--- src/sv/phantom_queue_ecn_marker_top_assert.svh ---
// Assertion macros for the phantom queue marker RTL.
// Both macros sample on the rising edge of clock and hold off while reset is high.
`ifndef PHANTOM_QUEUE_ECN_MARKER_TOP_ASSERT_SVH
`define PHANTOM_QUEUE_ECN_MARKER_TOP_ASSERT_SVH
`ifndef ASSERT_OFF
`define PQEM_ASSERT(lbl, prop, msg) \
   lbl: assert property (@(posedge clock) disable iff (reset) prop) else $error(msg);
`define PQEM_NEVER(lbl, cond, msg) \
   lbl: assert property (@(posedge clock) disable iff (reset) !(cond)) else $error(msg);
`else
`define PQEM_ASSERT(lbl, prop, msg)
`define PQEM_NEVER(lbl, cond, msg)
`endif
`endif

--- src/sv/pqem_fifo.sv ---
`timescale 1ns / 1ps
`default_nettype none
`include "phantom_queue_ecn_marker_top_assert.svh"
module pqem_fifo #(
   parameter int WIDTH = 8,
   parameter int DEPTH = 4,
   localparam int PTR_W = (DEPTH > 1) ? $clog2(DEPTH) : 1,
   localparam int CNT_W = $clog2(DEPTH + 1)
) (
   input wire              clock,
   input wire              reset,
   input wire              push,
   input wire [WIDTH-1:0]  push_data,
   input wire              pop,
   output logic [WIDTH-1:0] head_data,
   output logic            empty,
   output logic [CNT_W-1:0] count
);

   logic [WIDTH-1:0] mem_ff [DEPTH];
   logic [PTR_W-1:0] wr_ptr_ff, wr_ptr_in;
   logic [PTR_W-1:0] rd_ptr_ff, rd_ptr_in;
   logic [CNT_W-1:0] count_ff, count_in;
   logic             do_pop;

   assign empty     = (count_ff == '0);
   assign do_pop    = pop && !empty;
   assign head_data = mem_ff[rd_ptr_ff];
   assign count     = count_ff;

   // pointer and fill count update
   always_comb begin
      wr_ptr_in = wr_ptr_ff;
      rd_ptr_in = rd_ptr_ff;
      count_in  = count_ff;
      if (push) begin
         wr_ptr_in = (wr_ptr_ff == PTR_W'(DEPTH - 1)) ? '0 : wr_ptr_ff + 1'b1;
      end
      if (do_pop) begin
         rd_ptr_in = (rd_ptr_ff == PTR_W'(DEPTH - 1)) ? '0 : rd_ptr_ff + 1'b1;
      end
      case ({push, do_pop})
         2'b10:   count_in = count_ff + 1'b1;
         2'b01:   count_in = count_ff - 1'b1;
         default: count_in = count_ff;
      endcase
   end

   always_ff @(posedge clock) begin
      if (reset) begin
         wr_ptr_ff <= '0;
         rd_ptr_ff <= '0;
         count_ff  <= '0;
      end else begin
         wr_ptr_ff <= wr_ptr_in;
         rd_ptr_ff <= rd_ptr_in;
         count_ff  <= count_in;
      end
   end

   // storage
   always_ff @(posedge clock) begin
      if (push) begin
         mem_ff[wr_ptr_ff] <= push_data;
      end
   end

   // the producer's credit check must keep the fifo from overflowing
   `PQEM_NEVER(a_fifo_overflow, push && (count_ff == CNT_W'(DEPTH)), "fifo push while full")
   `PQEM_NEVER(a_fifo_underflow, pop && empty, "fifo pop while empty")

endmodule
`default_nettype wire

--- config.mk ---
export PLATFORM = sky130hd
export DESIGN_NAME = pqem_fifo
export DESIGN_NICKNAME = d
export VERILOG_FILES = /design/src/sv/pqem_fifo.sv
export VERILOG_INCLUDE_DIRS = /design/src /design/src/sv
export SDC_FILE = /design/constraint.sdc
export NUM_CORES = 1
export LEC_CHECK = 0
export ABC_AREA = 1
export BUFFER_PORTS_ARGS = -buffer_cell sky130_fd_sc_hd__buf_4
export CAP_MARGIN = 5
export CORE_AREA = 5 5 68 70
export DETAILED_ROUTE_END_ITERATION = 10
export DIE_AREA = 0 0 73 75
export PLACE_DENSITY = 0.71
export SLEW_MARGIN = 20
export SYNTH_ARGS = -nofsm -noshare
export SYNTH_HDL_FRONTEND = slang
export SYNTH_SLANG_ARGS = --single-unit
--- constraint.sdc ---
create_clock -name clock -period 2.3 [get_ports clock]
set_clock_uncertainty 0.2 [all_clocks]
set_input_delay 0.23 -clock clock [delete_from_list [all_inputs] [get_ports clock]]
set_output_delay 0.23 -clock clock [all_outputs]
set_load 0.1 [all_outputs]
* Word level (Yosys, flattened, before mapping) *
Memory sizes are Yosys's and may differ from the RTL's. A register that Yosys moved wholly into a read port is not among the register bits.
Cells that the tools add are included.

cells by class
  equality and inequality tests = 4
  reduce and logical (&&, ||, !) cells = 4
  muxes and demuxes = 7
  add/sub/neg operators = 4

operators with widths
  cell                 count
  $mux 2               4
  $eq 2x2->1 const B   3
  $pmux 3 s2           1
  $add 2x1->2 const B  2
  $add 3x1->3 const B  1
  $logic_not 3->1      1
  $sub 3x1->3 const B  1
  $eq 2x1->1 const B   1
  $mux 1               2
  $reduce_bool 2->1    1
  $logic_and 1x1->1    1
  $logic_not 1->1      1

storage, ports and cells
  input port bits = 12
  word-level logic and storage cells = 23
  RAM bits = 32
  register bits = 7
  memories = 1
  output and inout bits = 12

memory list
  name    words  bits a word  rd ports  clocked after memory_dff  wr ports  RTL line         text
  mem_ff  4      8            1         1                         1         pqem_fifo.sv:20  logic [WIDTH-1:0] mem_ff [DEPTH];

* Logic depth before layout (Yosys ltp) *
Gate-level depths: netlist of run 1.

  depth after elaboration = 5
  depth in mapped cells = 13
  gate-level depth less buffers = 13

* Worst setup path before layout of run 1 *
Ideal clock, no wire load.

  path kind = reg2reg
  from = register count_ff[0], in the netlist count[0]
  to = register count_ff[2], in the netlist count[2]
  stages on the path, launching flop included = 12
  library setup time = 110 ps
  path buffers = 0
  arrival = 2871 ps
  clock period less this slack = 3181 ps
  setup slack = -881 ps
  data required time = 1990 ps
  cells stage by stage = dfxtp_1 -> inv_1 -> nand3_1 -> inv_1 -> nor2_1 -> ha_1 -> inv_1 -> fa_1 -> nand2_1 -> nand4_1 -> nand2_1 -> nor2_1

between the ends
  cells in the longest elaborated chain, start to end = 5
  elaborated cells between the ends (all ways) = 9
  those cells by class = add/sub (2); eq/ne (2); mux (1); reduce/logical (4)

ends and longest elaborated chain
  item                                                    RTL line         text
  start: declaration                                      pqem_fifo.sv:23  logic [CNT_W-1:0] count_ff, count_in;
  start signal: assignment                                pqem_fifo.sv:57  count_ff <= count_in;
  $logic_not 3->1 *                                       pqem_fifo.sv:26  assign empty = (count_ff == '0);
  named net empty                                         pqem_fifo.sv:16  output logic empty,
  $logic_not 1->1 *                                       pqem_fifo.sv:27  assign do_pop = pop && !empty;
  $logic_and 1x1->1 *                                     pqem_fifo.sv:27
  $eq 2x1->1 / $eq 2x2->1 (equally long branches)         pqem_fifo.sv:42  case ({push, do_pop})
  $pmux 3 s2 / $reduce_bool 2->1 (equally long branches)  n/a

The timed path passes the listed nets; every way through them passes the cells marked *.
A chain may end at the register's enable or synchronous reset.

==> summary.md, run 1 <==
| Metric | Value |
|---|---|
| Final Worst Setup Slack | 0.259 ns |
| First-pass GRT wire length | 5310 um |
| Post CTS Setup Buffer Count | 0 |
| H-tree levels | 2 |
| Largest net degree at the start of global routing | 17 |
| Clk root buf | clkbuf_8 |
| CP delay by family, top | buffers and inverters |
| Antenna Cells | 0 |
| Most frequent cells in the layout | edfxtp_1, buf_4, nor2_1, o21ai_0, inv_1 |
| Top cells by area, synth | edfxtp_1, dfxtp_1, ha_1 |
| Synthesized area | 1680 um^2 |
| RSZ-0062 raised after global routing | no |
| HP Start | pop |
| Status | complete, no violations |
| Max-Slew Margin vs Limit | 74.0% |
| CTS sink cnt | 41 |
| RD Place Congestion | 0.694 |
| Crit-path max FO | 10 |
| Initial Utilization | 42.8% |
| Arr. time, crit path | 1.61 ns |
| Psw | 1.21 mW |
| Most used cell along the critical path | buf_4 |
| Worst-skew pair later-pin latency | 0.29 ns |
| Max Freq | 490 MHz |
| Final setup violation count | 0 |
| VDD IR max | 0.701 mV |
| CTS Buffer Depth | 2 |
| Sequential Power Share | 34.1% |
| Min Hold Slack | 0.0696 ns |
| Yosys top cell area share | 57.4% |
| Clk pwr share | 21.5% |
| Vias in the first global route | 1143 |
| Count of cell types in the netlist | 19 |
| Most common cell after layout, fill and taps aside | edfxtp_1 |
| Worst-Margin Slew | 0.389 ns |
| CP max stage cell | dfxtp_1 |
| DIE HEIGHT | 75 um |
| CTS resizes | 0 |
| Critical path buffer and inverter count | 2 |
| Post-route antenna net violation count | 0 |
| Cell Chain, Critical Path | buf_4 > o21ai_0 > o22ai_2 > buf_4 |
| # rows | 23 |
| Switching part of the total | 44.6% |
| Inst Count DP | 213 |
| PD cells | 1240 nW/um^2 |
| Wirelength per Cell | 13.8 um |
| Crit path kind | reg2out |
| Max incr delay on CP | 0.48 ns |
| Chip width | 73 um |
| Post-synthesis register bit count | 41 |
| Core area | 3910 um^2 |
| CTS Hold Bufs | 9 |
| Initial DRT Pass Iterations | 4 |
| Share of cells above drive strength 1 | 31.7% |
| Crit share post-route | 88.8% |
| Total CTS buffers | 5 |
| Slew Limit Fails | 0 |
| Num ports | 24 |
| Via count | 1135 |
| Detailed Place HPWL | 2280 um |
| CTS clock-pin slew for the worst setup and hold paths | 0.08 ns |
| Routed wire length | 3170 um |
| CP Launch Type | flop |
| Seq/Total Area, Yosys | 68.1% |
| Syn_nets | 160 |
| Fin cells | 230 |
| P_leak | 0.882 nW |
| YS warnings | 0 |
| Total GRT Usage | 13.1% |
| Min cycle time layout | 2.04 ns |
| Synthesized instance count | 141 |
| Area delta synth->final | 31.1% |
| Int Power | 1.51 mW |
| Post-Syn Area per Cell | 11.9 um^2 |
| Die Footprint | 5480 um^2 |
| Clock tree from TritonCTS | yes |
| Initial antenna violation count | 0 |
| Max Cap Viol | 0 |
| Via/cell ratio | 4.93 |
| Critical Path RT | 1.87 ns |
| Combinational share of power | 44.5% |
| Area leader, netlist | edfxtp_1 |
| CP endpoint kind | primary output |
| Iter 0 DRT Violations | 83 |
| Reg2reg path depth | 13 |
| WHS Path Cells | 4 |
| GR Overflow Total | 0 |
| Port Buf Inserts | 23 |
| Residual DRC | 0 |
| Hold/Removal Path Class | in2reg |
| Worst reg2reg startpoint | count[2] |
| Critical path depth | 4 |
| Hold Vio Cnt, Final | 0 |
| Pre-CTS setup slack | 0.348 ns |
| Final nets | 198 |
| Filler cell count | 346 |
## Yosys cell counts, drive strengths merged
cell type / number
ha: 6
o22ai: 8
nand4: 1
nor2: 21
nand2: 10
a21oi: 6
dfxtp: 9
edfxtp: 32
or2: 1
fa: 1
inv: 20
nand3: 4
buf: 2
o21ai: 19
nor3: 1
## power groups by stage
stage | clock, mW | sequential [mW] | combinational (mW)
floorplan | 0 | 1.05 | 0.871
global placement | 0 | 0.939 | 1.18
detailed placement | 0 | 0.943 | 1.21
CTS | 0.594 | 0.927 | 1.22
global route | 0.640 | 0.934 | 1.28
finish | 0.583 | 0.926 | 1.21
## metal layers
layer	global-route usage (%)	part of all wire, %	vias to the layer above
met4	3.07	0.32	0
met2	24.4	55	30
met5	0	0	-
met1	14.0	38	542
met3	5.07	5.9	2
li1	-	-	561
## area by class of cell
class | instances | area (um^2) | area share [%]
well taps | 50 | 62.6 | 2.85
inverters | 20 | 86.3 | 3.93
clock inverters | 2 | 37.5 | 1.71
flip-flops and latches | 41 | 1150 | 52.5
clock buffers | 6 | 82.6 | 3.76
multi-input cells | 78 | 504 | 23.0
repair buffers | 33 | 270 | 12.3
## metrics by stage
| stage | instance area (um^2) | utilization [%] | power, mW | TNS [ns] |
|---|---|---|---|---|
| global route | 2200 | 56.1 | 2.86 | 0 |
| floorplan | 1770 | - | 1.92 | -0.390 |
| detailed placement | 1990 | 50.7 | 2.15 | 0 |
| CTS | 2200 | 56.1 | 2.74 | 0 |
| finish | 2200 | 56.1 | 2.72 | 0 |
| global placement | 1990 | 50.7 | 2.11 | 0 |
## state kept, by name, summed over array words and instances, names as in the netlist, named ones only
signal	flops
count	3
mem_ff	32
rd_ptr_ff	2
wr_ptr_ff	2
## final timing paths
kind	endpoint	slack (ns)
min reg2reg	wr_ptr_ff[1]	0.33
max reg2reg	count[2]	0.31
min	rd_ptr_ff[1]	0.07
max	head_data[0]	0.26
## cell families (layout without fill, tap and decap cells)
family          after synthesis  count (layout)  synth area share, %
fa+ha+maj                     7               7                 5.68
simple gates                 38              38                 9.49
flops                        41              41                 68.1
compound gates               33              33                 10.9
buf+inv                      22              61                 5.83
## tightest hold or removal path: cells and delay by family
| family | cells | cell delay, ns |
|---|---|---|
| AND/OR/NAND/NOR | 3 | 0.17 |
| buffers and inverters | 1 | 0.11 |
No activity file was read; power rests on OpenSTA's default activity.
==> run 2: changes to the inputs <==
--- a/config.mk
+++ b/config.mk
@@ -12,7 +12,8 @@
 export CORE_AREA = 5 5 68 70
 export DETAILED_ROUTE_END_ITERATION = 10
 export DIE_AREA = 0 0 73 75
-export PLACE_DENSITY = 0.71
+export PLACE_DENSITY = 0.67
+export SETUP_SLACK_MARGIN = 0.1
 export SLEW_MARGIN = 20
 export SYNTH_ARGS = -nofsm -noshare
 export SYNTH_HDL_FRONTEND = slang
==> run 2 against run 1 <==
Effect of this change: register-to-register slack improved by 0.03 ns; combinational power about the same; worst hold slack got worse by 0.013 ns; flip-flop and latch count unchanged; global-route usage decreased by 0.40 points; sequential share of layout area increased by 0.15 points.
==> summary.md, run 2 (same netlist as run 1, synthesis figures left out) <==
| Metric | Value |
|---|---|
| Setup TNS | 0 ns (unchanged) |
| Antenna Cells | 0 (unchanged) |
| Iter 0 DRT Violations | 45 (was 83) |
| Largest net degree at the start of global routing | 17 (unchanged) |
| Max Cap Viol | 0 (unchanged) |
| PD cells | 1230 nW/um^2 (was 1240 nW/um^2) |
| Crit path kind | reg2out (unchanged) |
| Wirelength per Cell | 13.3 um (was 13.8 um) |
| Post-route antenna net violation count | 0 (unchanged) |
| Crit share post-route | 89.7% (was 88.8%) |
| Initial DRT Pass Iterations | 4 (unchanged) |
| Sequential Power Share | 34.4% (was 34.1%) |
| Worst-skew pair later-pin latency | 0.29 ns (about the same) |
| Post CTS Setup Buffer Count | 0 (unchanged) |
| Slew Limit Fails | 0 (unchanged) |
| Most common cell after layout, fill and taps aside | edfxtp_1 (unchanged) |
| Port Buf Inserts | 23 (unchanged) |
| Via/cell ratio | 4.96 (was 4.93) |
| DIE HEIGHT | 75 um (unchanged) |
| Routed wire length | 3060 um (was 3170 um) |
| Initial antenna violation count | 0 (unchanged) |
| Status | complete, no violations (unchanged) |
| Pre-CTS setup slack | 0.356 ns (was 0.348 ns) |
| Crit-path max FO | 9 (was 10) |
| Multi-input gate area | 504 um^2 (unchanged) |
| Final core utilization | 56.0% (was 56.1%) |
| Area delta synth->final | 30.8% (was 31.1%) |
| CP Launch Type | flop (unchanged) |
| Psw | 1.22 mW (was 1.21 mW) |
| Detailed Place HPWL | 2130 um (was 2280 um) |
| Clk pwr share | 21.1% (was 21.5%) |
| # rows | 23 (unchanged) |
| Max-Slew Margin vs Limit | 74.1% (was 74.0%) |
| Most frequent cells in the layout | edfxtp_1, buf_4, nor2_1, o21ai_0, inv_1 (unchanged) |
| CTS clock-pin slew for the worst setup and hold paths | 0.07 ns (was 0.08 ns) |
| Total GRT Usage | 12.7% (was 13.1%) |
| GR Overflow Total | 0 (unchanged) |
| Int Power | 1.48 mW (was 1.51 mW) |
| Hold Vio Cnt, Final | 0 (unchanged) |
| Arr. time, crit path | 1.63 ns (was 1.61 ns) |
| RSZ-0062 raised after global routing | no (unchanged) |
| Hold/Removal Path Class | in2reg (unchanged) |
| Max Freq | 485 MHz (was 490 MHz) |
| Final setup violation count | 0 (unchanged) |
| CP endpoint kind | primary output (unchanged) |
| Combinational share of power | 44.5% (about the same) |
| Num ports | 24 (unchanged) |
| Pwr Total | 2.70 mW (was 2.72 mW) |
| Core area | 3910 um^2 (unchanged) |
| Share of cells above drive strength 1 | 32.2% (was 31.7%) |
| Largest Register | mem_ff (unchanged) |
| RD Place Congestion | 0.773 (was 0.694) |
| P_leak | 0.879 nW (was 0.882 nW) |
| Vias in the first global route | 1112 (was 1143) |
| Final nets | 198 (unchanged) |
| Filler cell count | 335 (was 346) |
| H-tree levels | 2 (unchanged) |
| Via count | 1140 (was 1135) |
| Worst-Margin Slew | 0.388 ns (was 0.389 ns) |
| Final Worst Setup Slack | 0.238 ns (was 0.259 ns) |
| Clk root buf | clkbuf_8 (unchanged) |
| CTS sink cnt | 41 (unchanged) |
| Min cycle time layout | 2.06 ns (was 2.04 ns) |
| Residual DRC | 0 (unchanged) |
| Reg2reg path depth | 12 (was 13) |
| CTS Buffer Depth | 2 (unchanged) |
| Chip width | 73 um (unchanged) |
| Critical Path RT | 1.87 ns (about the same) |
| First-pass GRT wire length | 5050 um (was 5310 um) |
| Reg area | 1150 um^2 (about the same) |
| Total CTS buffers | 5 (unchanged) |
| Die Footprint | 5480 um^2 (unchanged) |
| Largest register FFs | 32 (unchanged) |
| Initial Utilization | 42.8% (unchanged) |
| WHS Path Cells | 4 (unchanged) |
| Min Hold Slack | 0.0562 ns (was 0.0696 ns) |
| Clock tree from TritonCTS | yes (unchanged) |
| VDD IR max | 0.647 mV (was 0.701 mV) |
| Switching part of the total | 45.3% (was 44.6%) |
## run 2: cell types whose count changed in the layout (fill, tap and decap cells not counted)
cell | before | now
clkbuf_8 | 6 | 5
dfxtp_2 | 0 | 1
clkinv_4 | 0 | 1
dfxtp_1 | 6 | 5
## run 2: metrics by stage
step	std cells	area, um^2
final	230	2190
after global routing	230	2190
after CTS	230	2190
after detailed placement	213	1990
after global placement	213	1990
after floorplan	141	1770
## run 2: per-layer routing
metal | vias up | GRT usage, % | part of all wire, %
met5 | - | 0 | 0
li1 | 562 | - | -
met2 | 18 | 20.8 | 52
met4 | 0 | 7.17 | 2.6
met3 | 7 | 3.60 | 3.8
met1 | 553 | 15.1 | 42
## run 2: power groups by stage
stage | clock network [mW] | logic [mW] | registers, mW
global placement | 0 | 1.18 | 0.944
global route | 0.624 | 1.27 | 0.940
CTS | 0.585 | 1.22 | 0.930
floorplan | 0 | 0.871 | 1.05
finish | 0.570 | 1.20 | 0.930
detailed placement | 0 | 1.20 | 0.947
## run 2: area by class of cell
cell class,instances,area share [%]
multi-input combinational,78,23.0
sequential,41,52.6
clock buffer,5,3.14
clock inverter,3,2.11
timing repair buffer,33,12.3
tap,50,2.85
inverter,20,3.94
## run 2: repair_timing
| item | 4_1_cts | 5_1_grt |
|---|---|---|
| endpoints found under the setup margin | 0 | 2 |
| gates resized for setup | 0 | 1 |
| endpoints found under the hold margin | 33 | 0 |
| hold buffers | 9 | 0 |
## run 2: worst max-delay path, stage by stage (launching register included)
cell and delay, ns:
dfxtp_1 0.41, inv_1 0.30, o21ai_0 0.18, o22ai_2 0.14, buf_4 0.31
## run 2: worst paths after layout
kind                                    from            to  slack (ns)
worst min register to register  rd_ptr_ff[0]          flop        0.33
worst max-delay path                    flop  head_data[6]        0.24
worst max register to register      count[2]      count[2]        0.34
worst min-delay path                     pop  rd_ptr_ff[1]        0.06
