[config.mk]
export PLATFORM = sky130hd
export DESIGN_NAME = pqem_front_flat
export DESIGN_NICKNAME = d
export VERILOG_FILES = /design/src/sv/pqem_pkg.sv /design/src/sv/pqem_chan_if.sv /design/src/sv/pqem_ram.sv /design/src/sv/pqem_front.sv /design/src/flat_wrapper.sv
export VERILOG_INCLUDE_DIRS = /design/src /design/src/sv
export SDC_FILE = /design/constraint.sdc
export NUM_CORES = 2
export LEC_CHECK = 0
export ABC_AREA = 1
export ABC_CLOCK_PERIOD_IN_PS = 16500
export BUFFER_PORTS_ARGS = -buffer_cell sky130_fd_sc_hd__buf_2
export CAP_MARGIN = 20
export CELL_PAD_IN_SITES_DETAIL_PLACEMENT = 0
export CELL_PAD_IN_SITES_GLOBAL_PLACEMENT = 1
export CORE_AREA = 2 2 480 482
export CTS_BUF_LIST = sky130_fd_sc_hd__clkbuf_16
export DETAILED_ROUTE_END_ITERATION = 12
export DIE_AREA = 0 0 482 484
export PLACE_DENSITY_LB_ADDON = 0.1
export SYNTH_ARGS = -nofsm -noshare
export SYNTH_HDL_FRONTEND = slang
export SYNTH_SLANG_ARGS = --single-unit
[constraint.sdc]
create_clock -name clock -period 16.5 [get_ports clock]
set_clock_uncertainty 0.1 [all_clocks]
set_input_delay 3.3 -clock clock [delete_from_list [all_inputs] [get_ports clock]]
set_output_delay 3.3 -clock clock [all_outputs]
set_load 0.01 [all_outputs]
[src/sv/phantom_queue_ecn_marker_top_assert.svh]
// Assertion macros for the phantom queue marker RTL.
// Both macros sample on the rising edge of clock and hold off while reset is high.
`ifndef PHANTOM_QUEUE_ECN_MARKER_TOP_ASSERT_SVH
`define PHANTOM_QUEUE_ECN_MARKER_TOP_ASSERT_SVH
`ifndef ASSERT_OFF
`define PQEM_ASSERT(lbl, prop, msg) \
   lbl: assert property (@(posedge clock) disable iff (reset) prop) else $error(msg);
`define PQEM_NEVER(lbl, cond, msg) \
   lbl: assert property (@(posedge clock) disable iff (reset) !(cond)) else $error(msg);
`else
`define PQEM_ASSERT(lbl, prop, msg)
`define PQEM_NEVER(lbl, cond, msg)
`endif
`endif

[src/sv/pqem_pkg.sv]
`timescale 1ns / 1ps
`default_nettype none
package pqem_pkg;

   // field widths
   localparam int PORT_W     = 5;
   localparam int TIME_W     = 48;
   localparam int LEN_W      = 24;
   localparam int GAMMA_W    = 16;
   localparam int FRAC_W     = 16;
   localparam int CSR_IDX_W  = 1;
   localparam int CSR_DATA_W = 24;

   // elapsed time is clamped to 2^34; split for two narrow multiplies
   localparam int ELAP_W    = 35;
   localparam int ELAP_LO_W = 17;
   localparam int ELAP_HI_W = ELAP_W - ELAP_LO_W;
   localparam logic [ELAP_W-1:0] ELAP_CAP = {1'b1, {(ELAP_W-1){1'b0}}};

   localparam logic [LEN_W-1:0] LEN_MAX = '1;

   // register reset values
   localparam logic [GAMMA_W-1:0] GAMMA_RESET  = 16'd62259;
   localparam logic [LEN_W-1:0]   THRESH_RESET = 24'd15000;

   // queue between front and back, and the result buffer
   localparam int QUEUE_DEPTH = 8;
   localparam int QCNT_W      = $clog2(QUEUE_DEPTH + 1);
   localparam int OUT_DEPTH   = 4;
   localparam int OCNT_W      = $clog2(OUT_DEPTH + 1);

   typedef enum logic [CSR_IDX_W-1:0] {
      CSR_GAMMA_FRAC   = 1'b0,
      CSR_THRESH_LEVEL = 1'b1
   } csr_index_type;

   // classified word handed from front to back
   typedef struct packed {
      logic [PORT_W-1:0] port;
      logic              in_range;
      logic              present;
      logic              drain_over;
      logic [LEN_W-1:0]  drain;
   } work_type;

   typedef struct packed {
      logic [PORT_W-1:0] out_port;
      logic              ecn_mark;
      logic [LEN_W-1:0]  phantom_len;
   } result_type;

endpackage
`default_nettype wire

[src/sv/pqem_chan_if.sv]
`timescale 1ns / 1ps
`default_nettype none

// request channel: one departure event per word
interface pqem_req_if;
   logic                        valid;
   logic                        ready;
   logic [pqem_pkg::PORT_W-1:0] port;
   logic [pqem_pkg::TIME_W-1:0] tstamp;
   logic                        pkt_present;

   modport source (output valid, output port, output tstamp, output pkt_present,
                   input ready);
   modport sink (input valid, input port, input tstamp, input pkt_present,
                 output ready);
endinterface


`default_nettype wire

[src/sv/pqem_ram.sv]
`timescale 1ns / 1ps
`default_nettype none
module pqem_ram #(
   parameter int WIDTH = 8,
   parameter int DEPTH = 32,
   localparam int ADDR_W = (DEPTH > 1) ? $clog2(DEPTH) : 1
) (
   input wire              clock,
   input wire              we,
   input wire [ADDR_W-1:0] waddr,
   input wire [WIDTH-1:0]  wdata,
   input wire [ADDR_W-1:0] raddr,
   output logic [WIDTH-1:0] rdata
);

   logic [WIDTH-1:0] mem_ff [DEPTH];
   logic [WIDTH-1:0] rdata_ff;

   // one write port, one registered read port (read returns old data on collision)
   always_ff @(posedge clock) begin
      if (we) begin
         mem_ff[waddr] <= wdata;
      end
      rdata_ff <= mem_ff[raddr];
   end

   assign rdata = rdata_ff;

endmodule
`default_nettype wire

[src/sv/pqem_front.sv]
`timescale 1ns / 1ps
`default_nettype none
`include "phantom_queue_ecn_marker_top_assert.svh"
module pqem_front #(
   parameter int NUM_PORTS = 32,
   parameter int MTU_BYTES = 1500
) (
   input wire                               clock,
   input wire                               reset,
   pqem_req_if.sink                         req_ch,
   input wire [pqem_pkg::GAMMA_W-1:0]       gamma_frac,
   input wire [pqem_pkg::QCNT_W-1:0]        q_count,
   output logic                             q_push,
   output pqem_pkg::work_type               q_word
);

   localparam int PORT_W    = pqem_pkg::PORT_W;
   localparam int TIME_W    = pqem_pkg::TIME_W;
   localparam int LEN_W     = pqem_pkg::LEN_W;
   localparam int ELAP_W    = pqem_pkg::ELAP_W;
   localparam int ELAP_LO_W = pqem_pkg::ELAP_LO_W;
   localparam int QCNT_W    = pqem_pkg::QCNT_W;
   localparam int ADDR_W    = (NUM_PORTS > 1) ? $clog2(NUM_PORTS) : 1;
   localparam int CMP_W     = (PORT_W > $clog2(NUM_PORTS + 1)) ? PORT_W
                                                               : $clog2(NUM_PORTS + 1);
   localparam int MTU_W     = $clog2(MTU_BYTES + 1);
   localparam int RATE_W    = pqem_pkg::GAMMA_W + MTU_W;
   localparam int PLO_W     = RATE_W + ELAP_LO_W;
   localparam int PHI_W     = RATE_W + pqem_pkg::ELAP_HI_W;
   localparam int PROD_W    = RATE_W + ELAP_W;
   localparam int DRAIN_W   = PROD_W - pqem_pkg::FRAC_W;

   logic                rdy;
   logic                accept;
   logic [1:0]          in_flight;
   logic [QCNT_W:0]     q_used;
   logic [ADDR_W-1:0]   rd_addr;
   logic                rd_in_range;

   logic [RATE_W-1:0]   rate_ff, rate_in;

   // time store and its valid bits
   logic [NUM_PORTS-1:0] tvalid_ff, tvalid_in;
   logic                 tv_rd_ff;
   logic [TIME_W-1:0]    tm_rdata;
   logic                 tm_we;
   logic                 tb_v_ff;
   logic [ADDR_W-1:0]    tb_addr_ff;
   logic [TIME_W-1:0]    tb_time_ff;

   // stage 1: time lookup, elapsed
   logic                f1_v_ff;
   logic [PORT_W-1:0]   f1_port_ff;
   logic                f1_in_range_ff;
   logic                f1_present_ff;
   logic [TIME_W-1:0]   f1_time_ff;
   logic [ADDR_W-1:0]   f1_addr;
   logic [TIME_W-1:0]   last_time;
   logic [TIME_W:0]     diff;
   logic [ELAP_W-1:0]   elap;

   // stage 2: partial products
   logic                f2_v_ff;
   logic [PORT_W-1:0]   f2_port_ff;
   logic                f2_in_range_ff;
   logic                f2_present_ff;
   logic [ELAP_W-1:0]   f2_elap_ff;

   // stage 3: sum, drain
   logic                f3_v_ff;
   logic [PORT_W-1:0]   f3_port_ff;
   logic                f3_in_range_ff;
   logic                f3_present_ff;
   logic [PLO_W-1:0]    f3_plo_ff;
   logic [PHI_W-1:0]    f3_phi_ff;
   logic [PROD_W-1:0]   prod;
   logic [DRAIN_W-1:0]  drain_full;

   // accept only while the queue has room for everything in flight
   assign in_flight = {1'b0, f1_v_ff} + {1'b0, f2_v_ff} + {1'b0, f3_v_ff};
   assign q_used    = {1'b0, q_count} + (QCNT_W + 1)'(in_flight);
   assign rdy       = (q_used < (QCNT_W + 1)'(pqem_pkg::QUEUE_DEPTH));
   assign req_ch.ready = rdy;
   assign accept    = req_ch.valid && rdy;

   assign rd_addr     = ADDR_W'(req_ch.port);
   assign rd_in_range = (CMP_W'(req_ch.port) < CMP_W'(NUM_PORTS));

   // drain rate in bytes per time unit, Q.16
   assign rate_in = RATE_W'(gamma_frac) * RATE_W'(MTU_BYTES);

   pqem_ram #(
      .WIDTH (TIME_W),
      .DEPTH (NUM_PORTS)
   ) u_time_ram (
      .clock (clock),
      .we    (tm_we),
      .waddr (f1_addr),
      .wdata (f1_time_ff),
      .raddr (rd_addr),
      .rdata (tm_rdata)
   );

   // last update time, forwarding the write of the previous word
   assign f1_addr = ADDR_W'(f1_port_ff);
   assign tm_we   = f1_v_ff && f1_in_range_ff;

   always_comb begin
      if (tb_v_ff && (tb_addr_ff == f1_addr)) begin
         last_time = tb_time_ff;
      end else if (tv_rd_ff) begin
         last_time = tm_rdata;
      end else begin
         last_time = '0;
      end
      diff = {1'b0, f1_time_ff} - {1'b0, last_time};
      if (diff[TIME_W]) begin
         elap = '0;
      end else if (diff[TIME_W-1:ELAP_W-1] != '0) begin
         elap = pqem_pkg::ELAP_CAP;
      end else begin
         elap = {1'b0, diff[ELAP_W-2:0]};
      end
   end

   always_comb begin
      tvalid_in = tvalid_ff;
      if (tm_we) begin
         tvalid_in[f1_addr] = 1'b1;
      end
   end

   // control registers
   always_ff @(posedge clock) begin
      if (reset) begin
         f1_v_ff   <= 1'b0;
         f2_v_ff   <= 1'b0;
         f3_v_ff   <= 1'b0;
         tvalid_ff <= '0;
         tb_v_ff   <= 1'b0;
      end else begin
         f1_v_ff   <= accept;
         f2_v_ff   <= f1_v_ff;
         f3_v_ff   <= f2_v_ff;
         tvalid_ff <= tvalid_in;
         if (tm_we) begin
            tb_v_ff <= 1'b1;
         end
      end
   end

   // datapath registers
   always_ff @(posedge clock) begin
      rate_ff  <= rate_in;
      tv_rd_ff <= tvalid_ff[rd_addr];
      if (tm_we) begin
         tb_addr_ff <= f1_addr;
         tb_time_ff <= f1_time_ff;
      end
      f1_port_ff     <= req_ch.port;
      f1_in_range_ff <= rd_in_range;
      f1_present_ff  <= req_ch.pkt_present;
      f1_time_ff     <= req_ch.tstamp;
      f2_port_ff     <= f1_port_ff;
      f2_in_range_ff <= f1_in_range_ff;
      f2_present_ff  <= f1_present_ff;
      f2_elap_ff     <= elap;
      f3_port_ff     <= f2_port_ff;
      f3_in_range_ff <= f2_in_range_ff;
      f3_present_ff  <= f2_present_ff;
      f3_plo_ff      <= PLO_W'(rate_ff) * PLO_W'(f2_elap_ff[ELAP_LO_W-1:0]);
      f3_phi_ff      <= PHI_W'(rate_ff) * PHI_W'(f2_elap_ff[ELAP_W-1:ELAP_LO_W]);
   end

   // combine partial products, drop the fraction, flag a drain beyond the length range
   assign prod       = PROD_W'(f3_plo_ff) + (PROD_W'(f3_phi_ff) << ELAP_LO_W);
   assign drain_full = prod[PROD_W-1:pqem_pkg::FRAC_W];

   assign q_push            = f3_v_ff;
   assign q_word.port       = f3_port_ff;
   assign q_word.in_range   = f3_in_range_ff;
   assign q_word.present    = f3_present_ff;
   assign q_word.drain_over = (drain_full[DRAIN_W-1:LEN_W] != '0);
   assign q_word.drain      = drain_full[LEN_W-1:0];

   // back-to-back words on one port must see the time just written
   `PQEM_ASSERT(a_time_forward,
      f1_v_ff && f1_in_range_ff && $past(tm_we) && ($past(f1_addr) == f1_addr)
      |-> (last_time == $past(f1_time_ff)),
      "time forwarding returned a stale update time")

endmodule
`default_nettype wire

[src/flat_wrapper.sv]
// flat-port wrapper written by rule: the top's interface ports become plain ports
module pqem_front_flat 
#(
   parameter int NUM_PORTS = 32,
   parameter int MTU_BYTES = 1500
)
  (clock, reset, gamma_frac, q_count, q_push, q_word, req_ch_valid, req_ch_port, req_ch_tstamp, req_ch_pkt_present, req_ch_ready);
  pqem_req_if req_ch_i ();
  input wire clock;
  input wire reset;
  input wire [pqem_pkg::GAMMA_W-1:0] gamma_frac;
  input wire [pqem_pkg::QCNT_W-1:0] q_count;
  output logic q_push;
  output pqem_pkg::work_type q_word;
  input wire logic [$bits(req_ch_i.valid)-1:0] req_ch_valid;
  input wire logic [$bits(req_ch_i.port)-1:0] req_ch_port;
  input wire logic [$bits(req_ch_i.tstamp)-1:0] req_ch_tstamp;
  input wire logic [$bits(req_ch_i.pkt_present)-1:0] req_ch_pkt_present;
  output wire logic [$bits(req_ch_i.ready)-1:0] req_ch_ready;
  assign req_ch_i.valid = req_ch_valid;
  assign req_ch_i.port = req_ch_port;
  assign req_ch_i.tstamp = req_ch_tstamp;
  assign req_ch_i.pkt_present = req_ch_pkt_present;
  assign req_ch_ready = req_ch_i.ready;
  pqem_front #(.NUM_PORTS(NUM_PORTS), .MTU_BYTES(MTU_BYTES)) u_core (.clock(clock), .reset(reset), .req_ch(req_ch_i), .gamma_frac(gamma_frac), .q_count(q_count), .q_push(q_push), .q_word(q_word));
endmodule
### Yosys cells after proc, flatten, opt, wreduce, memory -nomap -nowiden

Memory sizes are Yosys's and may differ from the RTL's. A register that Yosys moved wholly into a read port is not among the register bits.
Index checks and enable logic that the tools add are counted.

| storage, ports and cells | value |
|---|---|
| memories kept | 1 |
| logic and storage cells | 50 |
| RAM bits | 1536 |
| memory bits (read-only) | 0 |
| bits in latches | 0 |
| flip-flop bits (word level) | 301 |
| output and inout bits | 34 |

| operators by class | value |
|---|---|
| shifts and indexed selects | 0 |
| div/mod/pow operators | 0 |
| multiply operators | 3 |
| reductions and logical operators | 6 |
| magnitude comparators | 4 |
| multiplexer cells | 9 |
| add/sub/neg operators | 5 |
| bitwise gates (word level) | 1 |
| eq/ne operators | 1 |

Memories:

| name | depth | width | read ports | clocked after Yosys merged registers in | wr ports | line | source |
|---|---|---|---|---|---|---|---|
| u_core.u_time_ram.mem_ff | 32 | 48 | 1 | 1 | 1 | pqem_ram.sv:16 | `logic [WIDTH-1:0] mem_ff [DEPTH];` |

Operator list:

| kind | number |
|---|---|
| 48-bit two-way mux | 2 |
| 44-bit by 62-bit adder with 62-bit output | 1 |
| 48-bit by 48-bit subtractor with 49-bit output | 1 |
| 25-bit by 18-bit multiplier with 43-bit output | 1 |
| 25-bit by 17-bit multiplier with 42-bit output | 1 |
| 35-bit two-way mux | 1 |
| 32-bit OR | 1 |
| 16-bit by 9-bit multiplier with 25-bit output (second input constant) | 1 |
| 22-bit nonzero test | 1 |
| 14-bit nonzero test | 1 |
| 5-bit by 6-bit < comparator with 1-bit output (second input constant) | 2 |
| 4-bit by 2-bit adder with 5-bit output | 1 |
| 1-bit binary-select mux with 5-bit select | 1 |
| 1-bit demux with 5-bit select | 1 |
| 5-bit == test | 1 |
| 5-bit by 1-bit greater-or-equal comparator with 1-bit output (second input constant) | 1 |
| 5-bit by 4-bit < comparator with 1-bit output (second input constant) | 1 |
| 1-bit two-way mux | 4 |
| 1-bit logical AND | 3 |
| 1-bit by 1-bit adder with 2-bit output | 1 |
| 2-bit by 1-bit adder with 2-bit output | 1 |
| 2-bit OR reduction | 1 |

### Longest topological paths before layout

| logic depth | value |
|---|---|
| word-level depth | 6 |
| gate-level depth with buffers | 28 |

### By module

A second synthesis with hierarchy kept.

| second synthesis, totals | value |
|---|---|
| cells, all modules | 11454 |
| area total of the unflattened synthesis | 109744.0 sq um |

By module, submodules not included:

| module | seq. area each (sq um) | instances | cells each | area each (sq um) |
|---|---|---|---|---|
| pqem_ram | 47085.2 | 1 | 5279 | 62966.6 |
| pqem_front | 6276.0 | 1 | 6175 | 46777.4 |

### Least setup slack after synthesis

OpenSTA, ideal clock, no wires.

| timing path | value |
|---|---|
| kind | input-to-output |
| start point | in q_count[0] (netlist name) |
| end point | out req_ch_ready |
| arrival time | 4441 ps |
| stages | 4 |
| setup slack | 8659 ps |
| cell sequence | fa_1 ha_1 a31o_2 a21oi_1 |

| between the ends | value |
|---|---|
| word-level cells in the longest chain between the ends | 2 |

RTL lines:

| what | line | source |
|---|---|---|
| start: declaration | flat_wrapper.sv:12 | `input wire [pqem_pkg::QCNT_W-1:0] q_count;` |
| 4-bit by 2-bit adder with 5-bit output | pqem_front.sv:81 | `assign q_used = {1'b0, q_count} + (QCNT_W + 1)'(in_flight);` |
| 5-bit by 4-bit < comparator with 1-bit output | pqem_front.sv:82 | `assign rdy = (q_used < (QCNT_W + 1)'(pqem_pkg::QUEUE_DEPTH));` |
| end: declaration | flat_wrapper.sv:19 | `output wire logic [$bits(req_ch_i.ready)-1:0] req_ch_ready;` |

Every way passes these cells.

### Worst setup path in the final report

Ends and elaborated chain as after synthesis.

==> metrics.md <==
| Metric | Value |
|---|---|
| Run status | `finished clean` |
| Critical Path Most Common Cell | `buf_2` |
| Wire per inst | `24.0 µm` |
| Capturing instance or port of the critical path | `req_ch_ready` |
| Pin slew with the least headroom to its limit | `1140 ps` |
| Clock insertion delay at the later pin of the skew report | `890 ps` |
| Largest voltage drop on the vdd net | `118 µV` |
| Required time of the critical path | `13100 ps` |
| CTS tree | `done` |
| Final wirelength | `325000 µm` |
| Clock Sinks | `1871` |
| Initial DRC count | `6846` |
| Largest driver fanout on the critical path | `2` |
| Number of antenna-violating nets in the routed design | `0` |
| Chip height | `484 µm` |
| Num rows | `176` |
| Worst hold path class | `reg2reg` |
| DP Wirelength | `198000 µm` |
| Setup repair after global routing missed its margin | `no` |
| Cell area after placement | `0.111 mm²` |
| Routed vias | `75136` |
| Buffers inserted by post-CTS timing repair | `0` |
| Clk pwr share | `0.373` |
| Fin. Hold Viols | `0` |
| Crit path capture type | `primary output` |
| Wire length of the first global-routing pass | `486000 µm` |
| Die area | `0.233 mm²` |
| Final critical-path required period | `8040 ps` |
| Total global routing track utilization | `0.279` |
| Vias in the first global route | `76017` |
| Combinational cell fraction of total power | `0.182` |
| Core Util, Final | `0.513` |
| List of cells traversed by the critical path | `buf_2 > fa_1 > ha_1 > a31o_2 > a21oi_1 > buf_2` |
| Critical path launch point | `q_count[0]` |
| Cts bufs inserted | `198` |
| Count of instances resized after the clock tree is built | `0` |
| Synth async-reset ratio | `0` |
| Area occupied by multi-input gates | `0.0447 mm²` |
| FF+latch count, synth | `1871` |
| Weighted congestion at the end of routability-driven global placement | `0.928` |
| Synthesized net count | `11626` |
| Pwr Density | `101 mW/mm²` |
| Number of standard cells after synthesis | `10394` |
| Antenna violations before repair | `6` |
| Setup TNS | `0 ps` |
| CORE AREA | `0.229 mm²` |
| GR Util met1 | `0.366` |
| Synthesis-to-finish area growth | `9.96%` |
| Overflow left after global routing | `0` |
| Max_cap viols | `0` |
| Clock Tree Buf Depth | `3` |
| Slack of the critical path | `8460 ps` |
| Worst hold start | `u_core.f2_port_ff[3]` |
| Start of the worst register-to-register path | `u_core.rate_ff[11]` |
| Share of the clock period used by the worst path after layout | `0.487` |
| Post-route design area | `0.117 mm²` |
| Capturing point of the worst reg2reg path | `u_core.f3_phi_ff[44]` |
| Final nets | `11569` |
| DRC errors left | `0` |
| Total iterations of the first detailed-routing run | `6` |
| Clock transition at the register clock pins on the worst setup and hold paths after CTS | `60 ps` |
| Root buf cell | `clkbuf_16` |
| Worst Reg2Reg Path Length in Cells | `22` |
| Avg Inst Size Synth | `10.3 µm²` |
| Buffers on Ports | `109` |
| Horiz. Die Dim | `482 µm` |
| Critical Path Source Type | `primary input` |
| Leading register cell type out of synthesis | `edfxtp_1` |
| Switch Pwr | `3.60 mW` |
| Master of the slowest instance on the critical path | `fa_1` |
| Ys Warns | `0` |
| Filler-free cell count of the finished design | `13540` |
| Global-route met2 utilization | `0.484` |
| Fillcell total | `20751` |
| Tot Pwr | `11.9 mW` |
| Pins Over Slew Limit | `0` |
| Placement Setup Slack | `8460 ps` |
| Ratio of cells with drive above 1 in the final layout | `0.0643` |
| Arrival time of the worst setup path | `4640 ps` |
| P_int | `8.28 mW` |
| Worst Setup Path Type | `in2out` |
| Largest net degree at the start of global routing | `197` |
| Initial cell density of the core | `0.466` |
| Area of the mapped netlist | `0.107 mm²` |
| Boundary pin count | `111` |
| Net Sw Frac | `0.303` |
| Storage element area | `0.0534 mm²` |
| Number of H-tree levels | `4` |
| Reg2Reg Setup Slack | `9520 ps` |
| Worst hold margin | `227 ps` |
| Highest attainable clock frequency | `124 MHz` |
| Post-synth EDFFs | `1589` |
| Final Setup Violations | `0` |
| Detailed-route vias per instance | `5.55` |
| GR peak layer | `met2` |
| Global Route met3 Usage | `0.0296` |
| Leakage power figure | `49.2 nW` |
| Share of total power in sequential cells | `0.446` |
| Proportion of synthesized chip area in sequential cells | `0.501` |
| Number of distinct library cell variants in the gate-level netlist after synthesis | `55` |
| Post-Place Cells | `13162` |
| CP max stage delay | `410 ps` |
| Remaining max-slew budget at the tightest pin | `0.237` |
| Post-CTS Hold Fix Bufs | `0` |
[sequential cells by signal, summed over array words and instances, names as in the netlist]
register / flops
u_core.tv_rd_ff: 1
u_core.rate_ff: 25
u_core.tb_time_ff: 48
u_core.f3_plo_ff: 28
u_core.f2_elap_ff: 35
u_core.tb_v_ff: 1
u_core.u_time_ram.mem_ff: 1536
u_core.tb_addr_ff: 5
u_core.f3_present_ff: 1
u_core.f3_port_ff: 5
u_core.f1_present_ff: 1
u_core.f2_port_ff: 5
u_core.f1_time_ff: 48
u_core.f1_addr: 5
u_core.f2_present_ff: 1
u_core.q_push: 1
u_core.f2_v_ff: 1
u_core.f1_v_ff: 1
u_core.u_time_ram.rdata: 48
u_core.f3_phi_ff: 43
u_core.tvalid_ff: 32
[metal layers]
metal  share of wire  vias up
li1                -    34045
met2            0.50     2432
met4           0.033        2
met1            0.41    38119
met3           0.056      538
met5        0.000037        -
[synth_stat cells (4+ instances only)]
| master | number | share of area |
|---|---|---|
| inv_1 | 1730 | 0.061 |
| edfxtp_1 | 1589 | 0.45 |
| nand2_1 | 1552 | 0.055 |
| nor2_1 | 1279 | 0.045 |
| o21ai_0 | 974 | 0.046 |
| fa_1 | 781 | 0.15 |
| clkbuf_1 | 497 | 0.018 |
| ha_1 | 374 | 0.044 |
| o221ai_1 | 285 | 0.023 |
| dfxtp_1 | 282 | 0.053 |
| nand3_1 | 237 | 0.011 |
| a21oi_1 | 174 | 0.0082 |
| o22ai_1 | 111 | 0.0065 |
| xor2_1 | 89 | 0.0073 |
| a31oi_1 | 77 | 0.0045 |
| xnor2_1 | 56 | 0.0046 |
| buf_1 | 40 | 0.0014 |
| a32oi_1 | 39 | 0.0032 |
| nor3_1 | 39 | 0.0018 |
| o21bai_1 | 23 | 0.0016 |
| nor2_2 | 21 | 0.0012 |
| buf_2 | 19 | 0.00089 |
| a21o_1 | 18 | 0.0013 |
| nand4_1 | 17 | 0.0010 |
| a21boi_0 | 10 | 0.00070 |
| o21a_1 | 10 | 0.00070 |
| nor4_1 | 9 | 0.00053 |
| and3_1 | 6 | 0.00035 |
| buf_4 | 5 | 0.00035 |
| nand3b_1 | 5 | 0.00035 |
| o211ai_1 | 5 | 0.00035 |
| a211oi_1 | 4 | 0.00028 |
| nand3_2 | 4 | 0.00038 |
[worst min-delay path by stage]
| stage | endpoint | cells after the start | slack, ps |
|---|---|---|---|
| finish | u_core.f3_port_ff[3] | 0 | 230 |
| floorplan | u_core.f2_present_ff | 0 | 210 |
| detailed placement | u_core.f3_present_ff | 0 | 210 |
| global route | u_core.f3_port_ff[3] | 0 | 230 |
| CTS | u_core.f2_present_ff | 0 | 220 |
| global placement | u_core.f3_present_ff | 0 | 210 |
[placed cells by master, fill, tap and decap left out, types with 13 or more instances in the layout]
cell type     n
inv_1      1769
edfxtp_1   1589
nand2_1    1552
nor2_1     1247
o21ai_0     974
fa_1        781
ha_1        374
o221ai_1    285
dfxtp_1     280
nand3_1     236
clkbuf_16   200
buf_4       192
a21oi_1     174
o22ai_1     111
buf_2       104
xor2_1       89
a31oi_1      77
xnor2_1      56
clkinv_1     43
clkinv_2     40
nor3_1       39
a32oi_1      39
nor2_4       33
o21bai_1     23
nor2_2       21
a21o_1       18
nand4_1      17
bufinv_16    14
clkinv_16    13
[critical path, delay by kind of cell]
family                   cells  cell delay [ps]
adder cells (fa/ha/maj)      2              690
AO/OA/AOI/OAI                2              380
buffers and inverters        2              270
[cell families after synthesis]
group | after synthesis | share of synthesized area
flip-flops | 1871 | 0.501
AND/OR/NAND/NOR | 3182 | 0.118
other | 1 | 0.0000352
buffers and inverters | 2299 | 0.0816
XOR/XNOR | 145 | 0.0119
adder cells (fa/ha/maj) | 1155 | 0.191
AO/OA/AOI/OAI | 1741 | 0.0975
[final cells by class]
cell class | instances | area share
multi-input cells | 6224 | 0.382
clock buffers | 200 | 0.0427
repair buffers | 307 | 0.0186
well taps | 3026 | 0.0323
diodes | 3 | 0.0000641
flip-flops and latches | 1871 | 0.456
clock inverters | 174 | 0.0131
inverters | 1735 | 0.0558
[power by group through the flow]
stage	Clock (mW)	Sequential, mW	Combinational, mW
after global placement	0	5.40	2.14
after detailed placement	0	5.40	2.16
after floorplan	0	5.38	1.37
after CTS	4.50	5.30	2.17
after global routing	4.70	5.30	2.38
final	4.43	5.30	2.16
(Power assumes the default switching activity.)
